**src/hdl/mec_pkg.sv**
```systemverilog
// shared types and constants for the mandelbrot escape counter
package mec_pkg;

  localparam int FRAC_BITS = 58;
  localparam int WORD_W    = 64;
  localparam int WIDE_W    = 2 * WORD_W;
  // |z|^2 >= 4 in the squared format means a bit at or above this position is set
  localparam int ESC_BIT   = 2 * FRAC_BITS + 2;

  localparam int COL_W   = 7;
  localparam int ROW_W   = 7;
  localparam int COUNT_W = 8;
  localparam int INDEX_W = 3;

  localparam logic [COUNT_W-1:0] LIMIT_RESET = 8'd255;

  // configuration register indexes
  localparam logic [INDEX_W-1:0] REG_START_RE   = 3'd0;
  localparam logic [INDEX_W-1:0] REG_START_IM   = 3'd1;
  localparam logic [INDEX_W-1:0] REG_STEP_RE    = 3'd2;
  localparam logic [INDEX_W-1:0] REG_STEP_IM    = 3'd3;
  localparam logic [INDEX_W-1:0] REG_ITER_LIMIT = 3'd4;

  // partial products of a 64x64 multiply, issued in this order
  localparam logic [1:0] PP_LL = 2'd0;
  localparam logic [1:0] PP_LH = 2'd1;
  localparam logic [1:0] PP_HL = 2'd2;
  localparam logic [1:0] PP_HH = 2'd3;

  typedef enum logic [2:0] {
    ST_IDLE,
    ST_SETUP,
    ST_LOOP,
    ST_WAIT_RR,
    ST_WAIT_II,
    ST_CHECK,
    ST_WAIT_X,
    ST_DONE
  } state_t;

  typedef struct packed {
    logic              start;
    logic [WORD_W-1:0] a;
    logic [WORD_W-1:0] b;
  } mul_req_t;

  typedef struct packed {
    logic              done;
    logic [WIDE_W-1:0] prod;
  } mul_rsp_t;

endpackage

```
**src/hdl/mec_mul.sv**
```systemverilog
// shared signed 64x64 multiplier built from four 33x33 partial products
module mec_mul (
  input  logic              clk,
  input  logic              rst,
  input  mec_pkg::mul_req_t req,
  output mec_pkg::mul_rsp_t rsp
);

  logic [mec_pkg::WORD_W-1:0] a_r;
  logic [mec_pkg::WORD_W-1:0] b_r;
  logic [1:0]                 cnt;
  logic                       issuing;
  logic signed [65:0]         prod_r;
  logic [1:0]                 psh;
  logic                       pvalid;
  logic                       plast;
  logic [mec_pkg::WIDE_W-1:0] acc;
  logic                       done;

  logic signed [32:0]         op_a;
  logic signed [32:0]         op_b;
  logic [mec_pkg::WIDE_W-1:0] ext;
  logic [mec_pkg::WIDE_W-1:0] addend;

  // low halves are unsigned, high halves carry the sign
  always_comb begin
    case (cnt)
      mec_pkg::PP_LL: begin
        op_a = {1'b0, a_r[31:0]};
        op_b = {1'b0, b_r[31:0]};
      end
      mec_pkg::PP_LH: begin
        op_a = {1'b0, a_r[31:0]};
        op_b = {b_r[63], b_r[63:32]};
      end
      mec_pkg::PP_HL: begin
        op_a = {a_r[63], a_r[63:32]};
        op_b = {1'b0, b_r[31:0]};
      end
      default: begin
        op_a = {a_r[63], a_r[63:32]};
        op_b = {b_r[63], b_r[63:32]};
      end
    endcase
  end

  assign ext = {{(mec_pkg::WIDE_W-66){prod_r[65]}}, prod_r};

  always_comb begin
    case (psh)
      mec_pkg::PP_LL: addend = ext;
      mec_pkg::PP_LH: addend = ext << 32;
      mec_pkg::PP_HL: addend = ext << 32;
      default:        addend = ext << 64;
    endcase
  end

  always_ff @(posedge clk) begin
    if (rst) begin
      issuing <= 1'b0;
      pvalid  <= 1'b0;
      plast   <= 1'b0;
      done    <= 1'b0;
      cnt     <= mec_pkg::PP_LL;
    end else begin
      done   <= pvalid && plast;
      pvalid <= issuing;
      plast  <= issuing && (cnt == mec_pkg::PP_HH);
      if (req.start) begin
        issuing <= 1'b1;
        cnt     <= mec_pkg::PP_LL;
      end else if (issuing) begin
        cnt <= cnt + 2'd1;
        if (cnt == mec_pkg::PP_HH) begin
          issuing <= 1'b0;
        end
      end
    end
  end

  always_ff @(posedge clk) begin
    if (req.start) begin
      a_r <= req.a;
      b_r <= req.b;
    end
    prod_r <= op_a * op_b;
    psh    <= cnt;
    if (req.start) begin
      acc <= '0;
    end else if (pvalid) begin
      acc <= acc + addend;
    end
  end

  assign rsp.done = done;
  assign rsp.prod = acc;

  a_start: assert property (@(posedge clk) disable iff (rst)
    req.start |=> issuing && (cnt == mec_pkg::PP_LL))
    else $error("multiplier did not begin issuing after start");

  a_done_pulse: assert property (@(posedge clk) disable iff (rst)
    done |=> !done)
    else $error("multiplier done held for more than one cycle");

  a_start_idle: assert property (@(posedge clk) disable iff (rst)
    req.start |-> !issuing)
    else $error("multiplier started while still issuing");

endmodule

```
**config.mk**
```make
export PLATFORM = sky130hd
export DESIGN_NAME = mec_mul
export DESIGN_NICKNAME = d
export VERILOG_FILES = /design/src/hdl/mec_pkg.sv /design/src/hdl/mec_mul.sv
export SDC_FILE = /design/constraint.sdc
export NUM_CORES = 2
export LEC_CHECK = 0
export BUFFER_PORTS_ARGS = -buffer_cell sky130_fd_sc_hd__buf_2
export CAP_MARGIN = 20
export CORE_MARGIN = 10
export CORE_UTILIZATION = 50
export DETAILED_ROUTE_END_ITERATION = 8
export PLACE_DENSITY = 0.67
export SYNTH_ARGS = -nofsm -noshare
export SYNTH_HDL_FRONTEND = slang
export SYNTH_SLANG_ARGS = --single-unit
```
**constraint.sdc**
```tcl
create_clock -name clk -period 11.75 [get_ports clk]
set_input_delay 1.7625 -clock clk [delete_from_list [all_inputs] [get_ports clk]]
set_output_delay 1.7625 -clock clk [all_outputs]
set_load 0.05 [all_outputs]
```
After elaboration in Yosys (flattened, before gate mapping)
Cells that the tools add are included.
- bits in registers: 330
- latch bits: 0
- bits in writable memories: 0
- ROM bits: 0
- input port bits: 131
- output and inout port bits: 129
- word-level logic and storage cells: 32
- memories: 0
- $add $sub $neg: 2
- $mul: 1
- div/mod/pow operators: 0
- order comparisons: 0
- eq/ne operators: 5
- shift-type cells: 0
- mux-type cells: 6
- bitwise logic cells: 0
- reductions and logical operators: 8
- operators with widths (cell ; count):
    one-hot mux 128 bit (2 select lines) ; 1
    adder 128 bit ; 1
    multiplier 33 x 33 -> 66 bit ; 1
    two-way mux 33 bit ; 2
    OR reduction 2 bit ; 4
    == test 2 bit, second input constant ; 3
    == test 2 x 1 -> 1 bit, second input constant ; 2
    zero test 2 bit ; 2
    two-way mux 1 bit ; 3
    adder 2 x 1 -> 2 bit, second input constant ; 1
    logical AND 1 bit ; 2

Depth between registers and ports, before layout
- depth after elaboration: 4
- depth in mapped cells: 37
- mapped depth without buffers: 34

Worst setup path after synthesis
OpenSTA, ideal clock, no wires.
- path kind: reg-to-reg
- from: reg cnt[0]
- to: reg prod_r[48]
- setup time: 124 ps
- data arrival time: 9365 ps
- required time: 11626 ps
- setup slack: 2261 ps
- stages on the path, launching flop included: 35
- path buffers: 3
- period minus slack after synthesis: 9489 ps
- path through: dfxtp_1 inv_1 ha_1 clkbuf_1 nor2_1 clkbuf_1 mux2i_1 clkbuf_1 nor2_1 fa_1 inv_1 fa_1 inv_1 fa_1 inv_1 fa_1 fa_1 fa_1 inv_1 fa_1 inv_1 fa_1 inv_1 ha_1 and2_1 nand3_1 or4_1 o211ai_1 o21bai_2 o21ai_1 o31ai_1 a21oi_1 o21bai_1 a311oi_1 xnor2_1
- word-level cells in the longest chain between the ends: 4
- elaborated cells on any way between the ends: 8
- those cells by class: mul (1); eq/ne (2); mux (2); reduce/logical (3)
- RTL lines (item ; line ; source):
    start, declared ; mec_mul.sv:11 ; logic [1:0] cnt;
    start signal, assigned ; mec_mul.sv:64 ; cnt <= mec_pkg::PP_LL;
    start signal, assigned ; mec_mul.sv:71 ; cnt <= mec_pkg::PP_LL;
    start signal, assigned ; mec_mul.sv:73 ; cnt <= cnt + 2'd1;
    == test 2 x 1 -> 1 bit, or another cell as far along ; mec_mul.sv:27 ; case (cnt)
    OR reduction 2 bit (no source line) ; - ;
    two-way mux 33 bit ; mec_mul.sv:27 ;
    multiplier 33 x 33 -> 66 bit (*) ; mec_mul.sv:86 ; prod_r <= op_a * op_b;
    end signal, assigned ; mec_mul.sv:86 ;
    end, declared ; mec_mul.sv:13 ; logic signed [65:0] prod_r;
Mark *: on every way between the ends. The rest lies on a longest branch, timed or not.
A chain may end at the register's enable or synchronous reset.

Worst setup path in the final report
Same ends and word-level chain as after synthesis.

==> impl_metrics.py <==
metrics = {
    "status": {
        "status": "finished clean",
    },
    "clocking": {
        "clockBufferDepth": 3,
        "root_buffer": "clkbuf_16",
        "cts_buffers": 41,
        "cts.reportedPaths.clkPinSlew_ns": 0.06,
        "cts_tree": "done",
        "cts_hold_buf": 0,
        "cts_htree_levels": 2,
        "post-cts-setup-buffers": 0,
        "worstSkewPairLatency_ns": 0.65,
        "cts_sinks": 330,
        "cts_resized": 0,
    },
    "finish": {
        "fin_nets": 8251,
        "final_common_cell": "inv_1",
        "fill_cells": 10696,
        "layout_common_cells": "1268 x inv_1, 1146 x fa_1, 812 x nor2_1",
        "multi_input_area_sq_um": 44700,
        "syn2layout_area_growth_pct": 7.65,
        "post_route_cells_drive_above_1_share": 0.0884,
        "ff_latch_area_sq_um": 7890,
    },
    "setup_path": {
        "critPathSlowestCell": "mux2i_4",
        "crit_top_cell": "fa_1",
        "worstPathMaxFanout": 21,
        "reg2regPathDepth": 31,
        "cp-start-kind": "flop",
        "critical_path_class": "reg -> reg",
        "cp-startpoint": "cnt[0]",
        "cp.arrival_ns": 11.06,
        "worstSetupEndpointType": "flop",
        "r2r_start": "cnt[0]",
        "crit_required_ns": 12.28,
        "critical-path-max-stage-delay_ns": 0.88,
    },
    "logic_synthesis": {
        "synth_warnings": 0,
        "yosysSeqAreaShare": 0.135,
        "syn_area_sq_um": 58300,
        "synth_ff_type": "dfxtp_1",
        "synth.distinct_cells": 100,
        "synth-seq-cells": 330,
        "synthArstFlopShare": 0,
        "synthCells": 6520,
        "synth_edf_count": 128,
        "synth_fp_nets": 8147,
        "avgSynthCellArea_sq_um": 8.94,
    },
    "drt": {
        "via_count": 47404,
        "first_pass_iters": 6,
        "wl_mm": 214,
        "wire_per_inst_microns": 26.1,
        "vias_per_cell": 5.79,
        "ant_nets": 0,
        "drc": 0,
        "drt_iter0_markers": 4658,
    },
    "die": {
        "coreArea_sq_um": 116000,
        "die_area_sq_um": 131000,
        "ios": 260,
        "fp.dieW_microns": 361,
        "initial_core_util": 0.503,
        "rows": 125,
        "die_y_microns": 361,
    },
    "global_route": {
        "grt_max_degree": 131,
        "grt_pass1_wl_mm": 318,
        "grt_pass1_vias": 49505,
        "grt_antenna_before_repair": 5,
        "grt_use_total": 0.325,
        "grt_overflow": 0,
    },
    "sta": {
        "rsz0062_at_grt": "no",
        "fin_hold_ws_ns": 0.415,
        "setup-violations-final": 0,
        "slew_viol_final": 0,
        "tightest_slew_ns": 1.18,
        "hold_violations": 0,
        "skew_ns": 0.0417,
        "finalCritPeriodShare": 0.896,
        "max-slew-margin-rel": 0.191,
        "period_minus_slack_ns": 10.53,
        "max_freq_ghz": 0.0950,
        "fin_setup_tns_ns": 0,
    },
    "placement": {
        "dpl.hpwl_mm": 170,
        "place_congestion": 1.01,
        "portBuffers": 259,
    },
    "min_path": {
        "min_delay_path_depth": 0,
        "min-delay-start": "cnt[0]",
        "hp-class": "reg -> reg",
    },
    "job": {
        "maxCapViolCount": 0,
    },
}
## metrics by stage
stage / std cells / utilization / setup WS [ns] / instance area [sq um]
global placement: 8101 / 0.528 / 1.40 / 61200
global route: 8179 / 0.541 / 0.765 / 62700
detailed placement: 8105 / 0.529 / 1.36 / 61300
floorplan: 6520 / - / 2.26 / 58300
CTS: 8179 / 0.541 / 1.35 / 62700
finish: 8181 / 0.541 / 1.22 / 62700
## layout make-up
| class | count | share of cell area |
|---|---|---|
| sequential | 330 | 0.126 |
| clock buffer | 47 | 0.0174 |
| clock inverter | 27 | 0.00503 |
| timing repair buffer | 357 | 0.0332 |
| multi-input combinational | 4623 | 0.712 |
| tap | 1524 | 0.0304 |
| inverter | 1271 | 0.0761 |
| antenna | 2 | 0.0000798 |
## kinds of logic after synthesis
family / count (synthesis) / synth area share
DFF: 330 / 0.135
xor gates and xnor gates: 179 / 0.0269
adders and majority gates: 1496 / 0.469
and+or+nand+nor: 1861 / 0.133
buffers and inverters: 1567 / 0.102
AOI/OAI and AO/OA: 882 / 0.0971
muxes: 205 / 0.0366
## Yosys cell counts (120+ instances only)
library cell / instances / area, sq um
edfxtp_1: 128 / 3840
dfxtp_1: 202 / 4040
ha_1: 350 / 4380
nand2_1: 735 / 2760
clkbuf_1: 262 / 983
o21ai_0: 120 / 601
nor2_1: 814 / 3060
mux2i_1: 142 / 1420
fa_1: 1146 / 22900
inv_1: 1269 / 4760
a21oi_1: 353 / 1770
xnor2_1: 123 / 1080
## flip-flops by register name, summed over array words and instances (netlist names)
signal,flops
pvalid,1
psh,2
prod_r,66
a_r,64
plast,1
cnt,2
done,1
b_r,64
issuing,1
acc,128
## worst max-delay path, delay by kind of cell, from the launching register on
kind	cells	cell delay (ns)
mux	1	0.88
fa+ha+maj	10	4.43
flops	1	0.40
simple gates	5	1.85
xor+xnor	1	0.14
buf+inv	7	0.88
compound gates	7	1.76
## path summary, 6_finish.rpt
check / endpoint / slack, ns
max reg2reg: prod_r[48] / 1.22
min: psh[0] / 0.42
min reg2reg: psh[0] / 0.42
max: prod_r[48] / 1.22
## per-layer routing
metal  wire length, microns  track usage
met4                  12000        0.147
met3                  24800       0.0941
met5                    101      0.00407
met1                  84900        0.425
met2                  91900        0.496
Power is left out: the tool's default activity adds up to more than one toggle a clock period on the data nets, which glitch-free logic cannot reach.
